File: src/rtl/core/cst_pkg.sv
// ---------------------------------------------------------------------------
// cst_pkg
// Shared types, codes and helpers for the countdown session timer.
// ---------------------------------------------------------------------------
`default_nettype none

package cst_pkg;

  localparam int CST_TIME_BITS = 32;

  localparam int REQ_W  = 2;
  localparam int NOW_W  = 32;
  localparam int DISP_W = 14;
  localparam int DOT_W  = 4;
  localparam int MODE_W = 3;
  localparam int DUR_W  = 7;
  // time left below the saturation point fits in this many bits
  localparam int REM_W  = 23;

  localparam logic [REQ_W-1:0] REQ_TICK  = 2'd0;
  localparam logic [REQ_W-1:0] REQ_BTN_A = 2'd1;
  localparam logic [REQ_W-1:0] REQ_BTN_B = 2'd2;

  typedef enum logic [MODE_W-1:0] {
    MODE_IDLE  = 3'd0,
    MODE_RUN   = 3'd1,
    MODE_PAUSE = 3'd2,
    MODE_TENS  = 3'd3,
    MODE_UNITS = 3'd4,
    MODE_RING  = 3'd5
  } mode_t;

  localparam logic [DUR_W-1:0] DUR_RESET  = 7'd25;
  localparam int               MS_PER_MIN = 60000;
  // 100 minutes in ms: from here on the display saturates
  localparam logic [REM_W-1:0] SAT_MS     = 23'd6000000;
  localparam logic [DISP_W-1:0] DISP_SAT  = 14'd9959;

  localparam logic [DOT_W-1:0] DOTS_IDLE  = 4'b0100;
  localparam logic [DOT_W-1:0] DOTS_RUN   = 4'b0101;
  localparam logic [DOT_W-1:0] DOTS_PAUSE = 4'b0110;
  localparam logic [DOT_W-1:0] DOTS_TENS  = 4'b0111;
  localparam logic [DOT_W-1:0] DOTS_UNITS = 4'b1011;
  localparam logic [DOT_W-1:0] DOTS_RING  = 4'b1111;

  // display request handed from the state stage to the display pipeline
  typedef struct packed {
    mode_t              mode;
    logic               direct;
    logic [DISP_W-1:0]  dval;
    logic [REM_W-1:0]   rem;
  } disp_req_t;

  // units digit of a minute count, tens taken as (x * 205) >> 11
  function automatic logic [3:0] ones_digit(input logic [DUR_W-1:0] dur);
    logic [14:0] prod;
    logic [3:0]  q;
    logic [6:0]  q10;
    prod = 15'(dur) * 15'd205;
    q    = prod[14:11];
    q10  = 7'(q) * 7'd10;
    return 4'(dur - q10);
  endfunction

  // whole minutes shown as MMSS
  function automatic logic [DISP_W-1:0] dur_display(input logic [DUR_W-1:0] dur);
    if (dur > 7'd99) begin
      return DISP_SAT;
    end
    return 14'(dur) * 14'd100;
  endfunction

endpackage

`default_nettype wire

File: src/rtl/core/countdown_session_timer.sv
// ---------------------------------------------------------------------------
// countdown_session_timer
// Two-button countdown timer with an MMSS display and a dot pattern.
// ---------------------------------------------------------------------------
// Usage: each input transfer (in_req_type, in_now_ms) is a time tick or a
// press of button A or B, and yields exactly one result transfer carrying
// the MMSS display value, the dot pattern and the mode after that item.
// Throughput is one item per cycle while out_stall stays low: the mode,
// duration and time registers are updated from the input register.
// Results pass through the pipeline: input register, state update, time
// left, ms to seconds, seconds to minutes and the output register.
// When the receiver raises out_stall the result holds; upstream stages keep
// taking items until every stage is full, and only then in_stall rises.
// Reset (rst_n low, synchronous) empties the pipeline and returns the timer
// to idle with a 25 minute duration and both time stamps cleared. Ringing
// mode is left only through reset.
// ---------------------------------------------------------------------------
`default_nettype none

module countdown_session_timer #(
  parameter int TIME_BITS = cst_pkg::CST_TIME_BITS
) (
  input  wire logic                        clk,
  input  wire logic                        rst_n,
  input  wire logic                        in_valid,
  output logic                             in_stall,
  input  wire logic [cst_pkg::REQ_W-1:0]   in_req_type,
  input  wire logic [cst_pkg::NOW_W-1:0]   in_now_ms,
  output logic                             out_valid,
  input  wire logic                        out_stall,
  output logic [cst_pkg::DISP_W-1:0]       out_display_value,
  output logic [cst_pkg::DOT_W-1:0]        out_dot_pattern,
  output logic [cst_pkg::MODE_W-1:0]       out_mode
);
  import cst_pkg::*;

  logic      snap_valid;
  logic      snap_ready;
  disp_req_t snap;

  cst_state #(
    .TIME_BITS (TIME_BITS)
  ) u_state (
    .clk         (clk),
    .rst_n       (rst_n),
    .in_valid    (in_valid),
    .in_stall    (in_stall),
    .in_req_type (in_req_type),
    .in_now_ms   (in_now_ms),
    .snap_valid  (snap_valid),
    .snap_ready  (snap_ready),
    .snap        (snap)
  );

  cst_disp u_disp (
    .clk               (clk),
    .rst_n             (rst_n),
    .snap_valid        (snap_valid),
    .snap_ready        (snap_ready),
    .snap              (snap),
    .out_valid         (out_valid),
    .out_stall         (out_stall),
    .out_display_value (out_display_value),
    .out_dot_pattern   (out_dot_pattern),
    .out_mode          (out_mode)
  );

  // ringing shows a blank display with all dots lit
  a_ring_display: assert property (@(posedge clk) disable iff (!rst_n)
    (out_valid && out_mode == MODE_W'(MODE_RING)) |->
      (out_display_value == '0 && out_dot_pattern == DOTS_RING))
    else $error("ring result with wrong display or dots");

  // display never goes past 99:59
  a_disp_range: assert property (@(posedge clk) disable iff (!rst_n)
    out_valid |-> (out_display_value <= DISP_SAT))
    else $error("display value out of range");

  // once a ring result is transferred, every later result rings too
  a_ring_sticky: assert property (@(posedge clk) disable iff (!rst_n)
    (out_valid && !out_stall && out_mode == MODE_W'(MODE_RING)) |=>
      (!out_valid || out_mode == MODE_W'(MODE_RING)))
    else $error("timer left ringing without reset");

  // idle shows the idle dots
  a_idle_dots: assert property (@(posedge clk) disable iff (!rst_n)
    (out_valid && out_mode == MODE_W'(MODE_IDLE)) |-> (out_dot_pattern == DOTS_IDLE))
    else $error("idle result with wrong dots");

endmodule

`default_nettype wire

File: src/rtl/core/cst_state.sv
// ---------------------------------------------------------------------------
// cst_state
// Input register, mode/duration/time state update and time-left stage.
// ---------------------------------------------------------------------------
`default_nettype none

module cst_state #(
  parameter int TIME_BITS = cst_pkg::CST_TIME_BITS
) (
  input  wire logic                       clk,
  input  wire logic                       rst_n,
  input  wire logic                       in_valid,
  output logic                            in_stall,
  input  wire logic [cst_pkg::REQ_W-1:0]  in_req_type,
  input  wire logic [cst_pkg::NOW_W-1:0]  in_now_ms,
  output logic                            snap_valid,
  input  wire logic                       snap_ready,
  output cst_pkg::disp_req_t              snap
);
  import cst_pkg::*;

  // stage a: input register
  logic                 a_vld_r;
  logic [REQ_W-1:0]     a_req_r;
  logic [TIME_BITS-1:0] a_now_r;
  logic                 a_rdy, a_go;

  // timer state
  mode_t                mode_r, mode_nxt;
  logic [DUR_W-1:0]     dur_r, dur_nxt;
  logic [TIME_BITS-1:0] end_r, end_nxt;
  logic [TIME_BITS-1:0] last_r, last_nxt;

  // stage b: state snapshot after the update
  logic                 b_vld_r;
  mode_t                b_mode_r;
  logic [DUR_W-1:0]     b_dur_r;
  logic [TIME_BITS-1:0] b_end_r;
  logic [TIME_BITS-1:0] b_last_r;
  logic                 b_rdy;

  // stage c: display request
  logic                 c_vld_r;
  disp_req_t            c_req_r, c_req_nxt;
  logic                 c_rdy;

  logic [TIME_BITS-1:0] tick_diff;
  logic [REM_W-1:0]     dur_ms;
  logic [3:0]           units;
  logic [TIME_BITS-1:0] left_diff;
  logic                 left_pos;
  logic                 left_sat;

  assign c_rdy    = !c_vld_r || snap_ready;
  assign b_rdy    = !b_vld_r || c_rdy;
  assign a_rdy    = !a_vld_r || b_rdy;
  assign a_go     = a_vld_r && b_rdy;
  assign in_stall = !a_rdy;

  always_ff @(posedge clk) begin
    if (!rst_n) begin
      a_vld_r <= 1'b0;
    end else if (a_rdy) begin
      a_vld_r <= in_valid;
    end
  end

  always_ff @(posedge clk) begin
    if (in_valid && a_rdy) begin
      a_req_r <= in_req_type;
      a_now_r <= TIME_BITS'(in_now_ms);
    end
  end

  assign tick_diff = a_now_r - last_r;
  assign dur_ms    = REM_W'(dur_r) * REM_W'(MS_PER_MIN);
  assign units     = ones_digit(dur_r);

  // next mode
  always_comb begin
    mode_nxt = mode_r;
    unique case (a_req_r)
      REQ_TICK: begin
        if (mode_r == MODE_RUN && a_now_r >= end_r) begin
          mode_nxt = MODE_RING;
        end
      end
      REQ_BTN_A: begin
        unique case (mode_r)
          MODE_IDLE:  mode_nxt = MODE_RUN;
          MODE_RUN:   mode_nxt = MODE_PAUSE;
          MODE_PAUSE: mode_nxt = MODE_RUN;
          default:    mode_nxt = mode_r;
        endcase
      end
      REQ_BTN_B: begin
        unique case (mode_r)
          MODE_IDLE:  mode_nxt = MODE_TENS;
          MODE_TENS:  mode_nxt = MODE_UNITS;
          MODE_UNITS: mode_nxt = MODE_IDLE;
          MODE_PAUSE: mode_nxt = MODE_IDLE;
          default:    mode_nxt = mode_r;
        endcase
      end
      default: mode_nxt = mode_r;
    endcase
  end

  // duration and time registers
  always_comb begin
    dur_nxt  = dur_r;
    end_nxt  = end_r;
    last_nxt = last_r;
    unique case (a_req_r)
      REQ_TICK: begin
        last_nxt = a_now_r;
        // paused: the end time slides by the elapsed time
        if (mode_r == MODE_PAUSE) begin
          end_nxt = end_r + tick_diff;
        end
      end
      REQ_BTN_A: begin
        unique case (mode_r)
          MODE_IDLE: end_nxt = last_r + TIME_BITS'(dur_ms);
          MODE_TENS: begin
            if (dur_r >= 7'd90) begin
              dur_nxt = 7'd1;
            end else if (dur_r == 7'd1) begin
              dur_nxt = 7'd10;
            end else begin
              dur_nxt = dur_r + 7'd10;
            end
          end
          MODE_UNITS: begin
            if (units == 4'd9) begin
              dur_nxt = (dur_r >= 7'd10) ? dur_r - 7'd9 : dur_r - 7'd8;
            end else begin
              dur_nxt = dur_r + 7'd1;
            end
          end
          default: dur_nxt = dur_r;
        endcase
      end
      REQ_BTN_B: begin
        unique case (mode_r)
          MODE_IDLE:  dur_nxt = 7'd1;
          MODE_PAUSE: end_nxt = '0;
          default:    dur_nxt = dur_r;
        endcase
      end
      default: dur_nxt = dur_r;
    endcase
  end

  always_ff @(posedge clk) begin
    if (!rst_n) begin
      mode_r <= MODE_IDLE;
      dur_r  <= DUR_RESET;
      end_r  <= '0;
      last_r <= '0;
    end else if (a_go) begin
      mode_r <= mode_nxt;
      dur_r  <= dur_nxt;
      end_r  <= end_nxt;
      last_r <= last_nxt;
    end
  end

  always_ff @(posedge clk) begin
    if (!rst_n) begin
      b_vld_r <= 1'b0;
    end else if (b_rdy) begin
      b_vld_r <= a_vld_r;
    end
  end

  always_ff @(posedge clk) begin
    if (a_go) begin
      b_mode_r <= mode_nxt;
      b_dur_r  <= dur_nxt;
      b_end_r  <= end_nxt;
      b_last_r <= last_nxt;
    end
  end

  // time left, zero when either time is unset or the end has passed
  assign left_diff = b_end_r - b_last_r;
  assign left_pos  = (b_end_r != '0) && (b_last_r != '0) && (b_end_r > b_last_r);
  assign left_sat  = left_pos && (left_diff >= TIME_BITS'(SAT_MS));

  always_comb begin
    c_req_nxt.mode   = b_mode_r;
    c_req_nxt.direct = 1'b1;
    c_req_nxt.dval   = '0;
    c_req_nxt.rem    = '0;
    unique case (b_mode_r) inside
      MODE_IDLE, MODE_TENS, MODE_UNITS: begin
        c_req_nxt.dval = dur_display(b_dur_r);
      end
      MODE_RUN, MODE_PAUSE: begin
        c_req_nxt.direct = left_sat;
        c_req_nxt.dval   = DISP_SAT;
        c_req_nxt.rem    = left_pos ? left_diff[REM_W-1:0] : '0;
      end
      default: c_req_nxt.dval = '0;
    endcase
  end

  always_ff @(posedge clk) begin
    if (!rst_n) begin
      c_vld_r <= 1'b0;
    end else if (c_rdy) begin
      c_vld_r <= b_vld_r;
    end
  end

  always_ff @(posedge clk) begin
    if (b_vld_r && c_rdy) begin
      c_req_r <= c_req_nxt;
    end
  end

  assign snap_valid = c_vld_r;
  assign snap       = c_req_r;

endmodule

`default_nettype wire

File: src/rtl/core/cst_disp.sv
// ---------------------------------------------------------------------------
// cst_disp
// Display pipeline: ms to seconds, seconds to minutes, MMSS and dots.
// ---------------------------------------------------------------------------
`default_nettype none

module cst_disp (
  input  wire logic                        clk,
  input  wire logic                        rst_n,
  input  wire logic                        snap_valid,
  output logic                             snap_ready,
  input  wire cst_pkg::disp_req_t          snap,
  output logic                             out_valid,
  input  wire logic                        out_stall,
  output logic [cst_pkg::DISP_W-1:0]       out_display_value,
  output logic [cst_pkg::DOT_W-1:0]        out_dot_pattern,
  output logic [cst_pkg::MODE_W-1:0]       out_mode
);
  import cst_pkg::*;

  // x / 1000 as ((x >> 3) * RCP_125) >> 27, exact for x below 2^23
  localparam logic [20:0] RCP_125 = 21'd1073742;
  // y / 15 as (y * RCP_15) >> 15, exact for y below 4681
  localparam logic [11:0] RCP_15  = 12'd2185;

  logic              d_vld_r, d_rdy;
  mode_t             d_mode_r;
  logic              d_direct_r;
  logic [DISP_W-1:0] d_dval_r;
  logic [13:0]       d_secs_r;

  logic              e_vld_r, e_rdy;
  mode_t             e_mode_r;
  logic              e_direct_r;
  logic [DISP_W-1:0] e_dval_r;
  logic [13:0]       e_secs_r;
  logic [7:0]        e_mins_r;

  logic              o_vld_r, o_rdy;
  logic [DISP_W-1:0] o_disp_r, o_disp_nxt;
  logic [DOT_W-1:0]  o_dots_r, o_dots_nxt;
  mode_t             o_mode_r;

  logic [40:0]       secs_prod;
  logic [23:0]       mins_prod;
  logic [13:0]       min_sec;
  logic [5:0]        sec_part;

  assign o_rdy      = !o_vld_r || !out_stall;
  assign e_rdy      = !e_vld_r || o_rdy;
  assign d_rdy      = !d_vld_r || e_rdy;
  assign snap_ready = d_rdy;

  assign secs_prod = 41'(snap.rem[REM_W-1:3]) * 41'(RCP_125);

  always_ff @(posedge clk) begin
    if (!rst_n) begin
      d_vld_r <= 1'b0;
    end else if (d_rdy) begin
      d_vld_r <= snap_valid;
    end
  end

  always_ff @(posedge clk) begin
    if (snap_valid && d_rdy) begin
      d_mode_r   <= snap.mode;
      d_direct_r <= snap.direct;
      d_dval_r   <= snap.dval;
      d_secs_r   <= secs_prod[40:27];
    end
  end

  assign mins_prod = 24'(d_secs_r[13:2]) * 24'(RCP_15);

  always_ff @(posedge clk) begin
    if (!rst_n) begin
      e_vld_r <= 1'b0;
    end else if (e_rdy) begin
      e_vld_r <= d_vld_r;
    end
  end

  always_ff @(posedge clk) begin
    if (d_vld_r && e_rdy) begin
      e_mode_r   <= d_mode_r;
      e_direct_r <= d_direct_r;
      e_dval_r   <= d_dval_r;
      e_secs_r   <= d_secs_r;
      e_mins_r   <= mins_prod[22:15];
    end
  end

  // seconds within the minute
  assign min_sec  = e_secs_r - 14'(e_mins_r) * 14'd60;
  assign sec_part = min_sec[5:0];

  always_comb begin
    if (e_direct_r) begin
      o_disp_nxt = e_dval_r;
    end else begin
      o_disp_nxt = 14'(e_mins_r) * 14'd100 + 14'(sec_part);
    end
  end

  always_comb begin
    unique case (e_mode_r)
      MODE_IDLE:  o_dots_nxt = DOTS_IDLE;
      MODE_RUN:   o_dots_nxt = DOTS_RUN;
      MODE_PAUSE: o_dots_nxt = DOTS_PAUSE;
      MODE_TENS:  o_dots_nxt = DOTS_TENS;
      MODE_UNITS: o_dots_nxt = DOTS_UNITS;
      default:    o_dots_nxt = DOTS_RING;
    endcase
  end

  always_ff @(posedge clk) begin
    if (!rst_n) begin
      o_vld_r <= 1'b0;
    end else if (o_rdy) begin
      o_vld_r <= e_vld_r;
    end
  end

  always_ff @(posedge clk) begin
    if (e_vld_r && o_rdy) begin
      o_disp_r <= o_disp_nxt;
      o_dots_r <= o_dots_nxt;
      o_mode_r <= e_mode_r;
    end
  end

  assign out_valid         = o_vld_r;
  assign out_display_value = o_disp_r;
  assign out_dot_pattern   = o_dots_r;
  assign out_mode          = MODE_W'(o_mode_r);

endmodule

`default_nettype wire
File: config.mk
export PLATFORM = sky130hd
export DESIGN_NAME = countdown_session_timer
export DESIGN_NICKNAME = d
export VERILOG_FILES = /design/src/rtl/core/cst_pkg.sv /design/src/rtl/core/countdown_session_timer.sv /design/src/rtl/core/cst_state.sv /design/src/rtl/core/cst_disp.sv
export SDC_FILE = /design/constraint.sdc
export NUM_CORES = 1
export LEC_CHECK = 0
export BUFFER_PORTS_ARGS = -buffer_cell sky130_fd_sc_hd__buf_2
export CORE_UTILIZATION = 66
export CTS_BUF_LIST = sky130_fd_sc_hd__clkbuf_8
export DETAILED_ROUTE_END_ITERATION = 7
export GPL_ROUTABILITY_DRIVEN = 0
export PLACE_DENSITY = 0.82
export RECOVER_POWER = 100
export SETUP_SLACK_MARGIN = 0.3
export SYNTH_ARGS = -nofsm -noshare
export SYNTH_HDL_FRONTEND = slang
export SYNTH_HIERARCHICAL = 1
export SYNTH_SLANG_ARGS = --single-unit
export TNS_END_PERCENT = 100
File: constraint.sdc
create_clock -name clk -period 7.9 [get_ports clk]
set_input_delay 0.395 -clock clk [delete_from_list [all_inputs] [get_ports clk]]
set_output_delay 0.395 -clock clk [all_outputs]
set_load 0.05 [all_outputs]
==> qor.yml <==
port_buffers: 60
antennaDiodeCount: 0
dieArea_mm2: 0.04494
drt-pass1-iter-count: 6
drc: 0
yosysWarningCount: 6
dr.first_iter.drc_count: 1873
maxSlewHeadroom: -1.225
wl_um: 69300
period_minus_slack_ns: 7.203
grt_use_total: 0.3145
wl_met2_um: 33690
clk_pin_slew_ns: 0.07
hp-class: "in2reg"
avgViaCountPerCell: 6.091
fin_cells: 3724
skew_ns: 0.02292
dp_cells: 3591
clk_latency_ns: 0.64
status: "complete, but fails checks"
hold_viol: 0
layout_setup_ws_ns: 0.6972
leakagePower_nw: 14.49
ant_nets: 0
wirelength_met1_um: 27540
cts_buffers: 52
syn_to_final_growth_pct: 7.316
die_x_um: 212
post-cts-setup-buffer-count: 0
worstPathArrival_ns: 7.52
r2r_slack_ns: 0.70
reg2reg_depth: 26
min_to: "u_disp/out_valid"
num_vias: 22680
die_h_um: 212
core_mm2: 0.04327
cap_viol_max_count: 8
grt_pass1_vias: 23290
worstHoldStart: "out_stall"
final_nets: 3794
cts_tree: "yes"
cts_max_level: 2
antenna_found_initial: 0
peakVddDrop_uv: 125.8
violations: "capacitance limit, slew limit"
final_core_util: 0.7219
timing.rr.end: "u_state/b_end_r[25]"
cts_sinks: 310
initial_core_util: 0.6727
whs_ns: 0.06530
grt_max_degree: 77
grt.overflow.total: 0
io_pins: 61
wl_met3_um: 4831
pre_cts_slack_ns: 0.8126
tns_ns: 0
path_max_fanout: 13
fmax_mhz: 138.8
worst_setup_path_start_kind: "flip-flop"
finalCritPeriodShare: 0.9118
timing_worst_setup_path_type: "reg2reg"
root_buffer: "clkbuf_8"
endpoint_kind: "flip-flop"
wl_per_cell_um: 18.61
clockBufferDepth: 3
rsz0062_at_grt: "false"
syn-instance-count: 2999
synth_nets: 3698
worstPathRequired_ns: 8.22
dp.final_hpwl_um: 54300
grt_pass1_wl_um: 112700
hold_path_depth: 3
drive_gt1_frac: 0.05193
synth_area_per_cell_um2: 9.705
worst_pin_slew_ns: 3.330
cellPowerDensity_mw_per_mm2: 178.5
top_layer_used: "met4"
finalSetupViolations: 0
r2r_start: "u_state/dur_r[5]"
syn_area_mm2: 0.02911
drv_slew: 343
rows: 76
[area by class of cell]
cell class / count / area [um^2]
multi-input combinational: 2123 / 18380
fill: 3101 / 12030
sequential: 310 / 8509
inverter: 502 / 1887
clock buffer: 61 / 839.6
tap: 585 / 732.0
timing repair buffer: 106 / 683.2
clock inverter: 37 / 207.7
[power breakdown]
part	internal (mW)	leakage, nW	switching [mW]
logic	0.909	11.1	1.34
clock network	0.719	0.584	0.690
registers	1.85	2.82	0.0675
total	3.47	14.5	2.10
[metal layers]
layer	track usage	vias to the layer above
met5	0	-
met4	0.1544	0
met3	0.05244	249
met2	0.5420	944
met1	0.3814	10810
li1	-	10680
[worst max-delay path by stage]
stage / end / start
2_1_floorplan: u_state/b_end_r[31] / u_state/dur_r[5]
3_3_place_gp: u_state/b_end_r[31] / u_state/dur_r[6]
3_5_place_dp: u_state/b_end_r[25] / u_state/dur_r[6]
4_1_cts: u_state/b_end_r[25] / u_state/dur_r[6]
5_1_grt: u_state/b_end_r[25] / u_state/dur_r[5]
6_report: u_state/b_end_r[25] / u_state/dur_r[5]
[state kept, by name (all words and copies together) (netlist names), 2 cells and up]
register	count
u_state/snap	37
u_state/a_now_r	32
u_state/b_end_r	32
u_state/b_last_r	32
u_state/end_r	32
u_state/last_r	32
u_disp/d_dval_r	14
u_disp/d_secs_r	14
u_disp/e_dval_r	14
u_disp/out_display_value	14
u_disp/e_mins_r	8
u_state/b_dur_r	7
u_state/dur_r	7
u_disp/e_secs_r	6
u_disp/out_dot_pattern	4
u_disp/d_mode_r	3
u_disp/e_mode_r	3
u_disp/out_mode	3
u_state/b_mode_r	3
u_state/mode_r	3
u_state/a_req_r	2
[worst max-delay path: stages, from the launching register on]
cell and delay (ns):
dfxtp_1 0.31, buf_4 0.21, inv_1 0.19, ha_1 0.48, fa_1 0.47, ha_1 0.35
fa_1 0.50, ha_1 0.33, o21a_1 0.15, o21ai_0 0.09, a21boi_0 0.25, o21ai_0 0.18
a2111oi_0 0.61, o21a_1 0.21, o21a_1 0.16, nor2_1 0.08, ha_1 0.31, a21oi_1 0.17
nor2b_1 0.06, o21ai_0 0.25, nand2_1 0.08, a311o_1 0.32, a21oi_1 0.42, a211oi_1 0.20
xor2_1 0.18, a22oi_1 0.20, o22ai_1 0.12
[cells in the final DEF (no fill, tap or decap), types with 27 or more instances in the layout]
| cell type | count |
|---|---|
| fa_1 | 157 |
| xor2_1 | 37 |
| nor2_1 | 138 |
| inv_1 | 515 |
| a21oi_1 | 198 |
| clkbuf_1 | 30 |
| a211oi_1 | 32 |
| mux2_1 | 28 |
| dfxtp_1 | 79 |
| clkbuf_8 | 61 |
| ha_1 | 504 |
| nand3_1 | 40 |
| a21o_1 | 56 |
| edfxtp_1 | 230 |
| nand2_1 | 213 |
| dlygate4sd3_1 | 35 |
| nor2b_1 | 34 |
| nand2b_1 | 27 |
| buf_2 | 34 |
| o21ai_0 | 140 |
| nor3_1 | 39 |
| xnor2_1 | 101 |
[per-stage QoR]
stage               cell area [um^2]  power (mW)
finish                         31240       5.574
global route                   31240       5.929
global placement               30000       4.023
CTS                            31400       5.580
floorplan                      29110       3.585
detailed placement             30000       4.138
[what timing repair did]
item                       in CTS  in global routing
setup endpoints to repair       0                  4
hold endpoints to repair       35                  0
hold buffers                   35                  0
gates resized for setup         0                  2
Note: power is estimated with default switching activity, not from simulation.
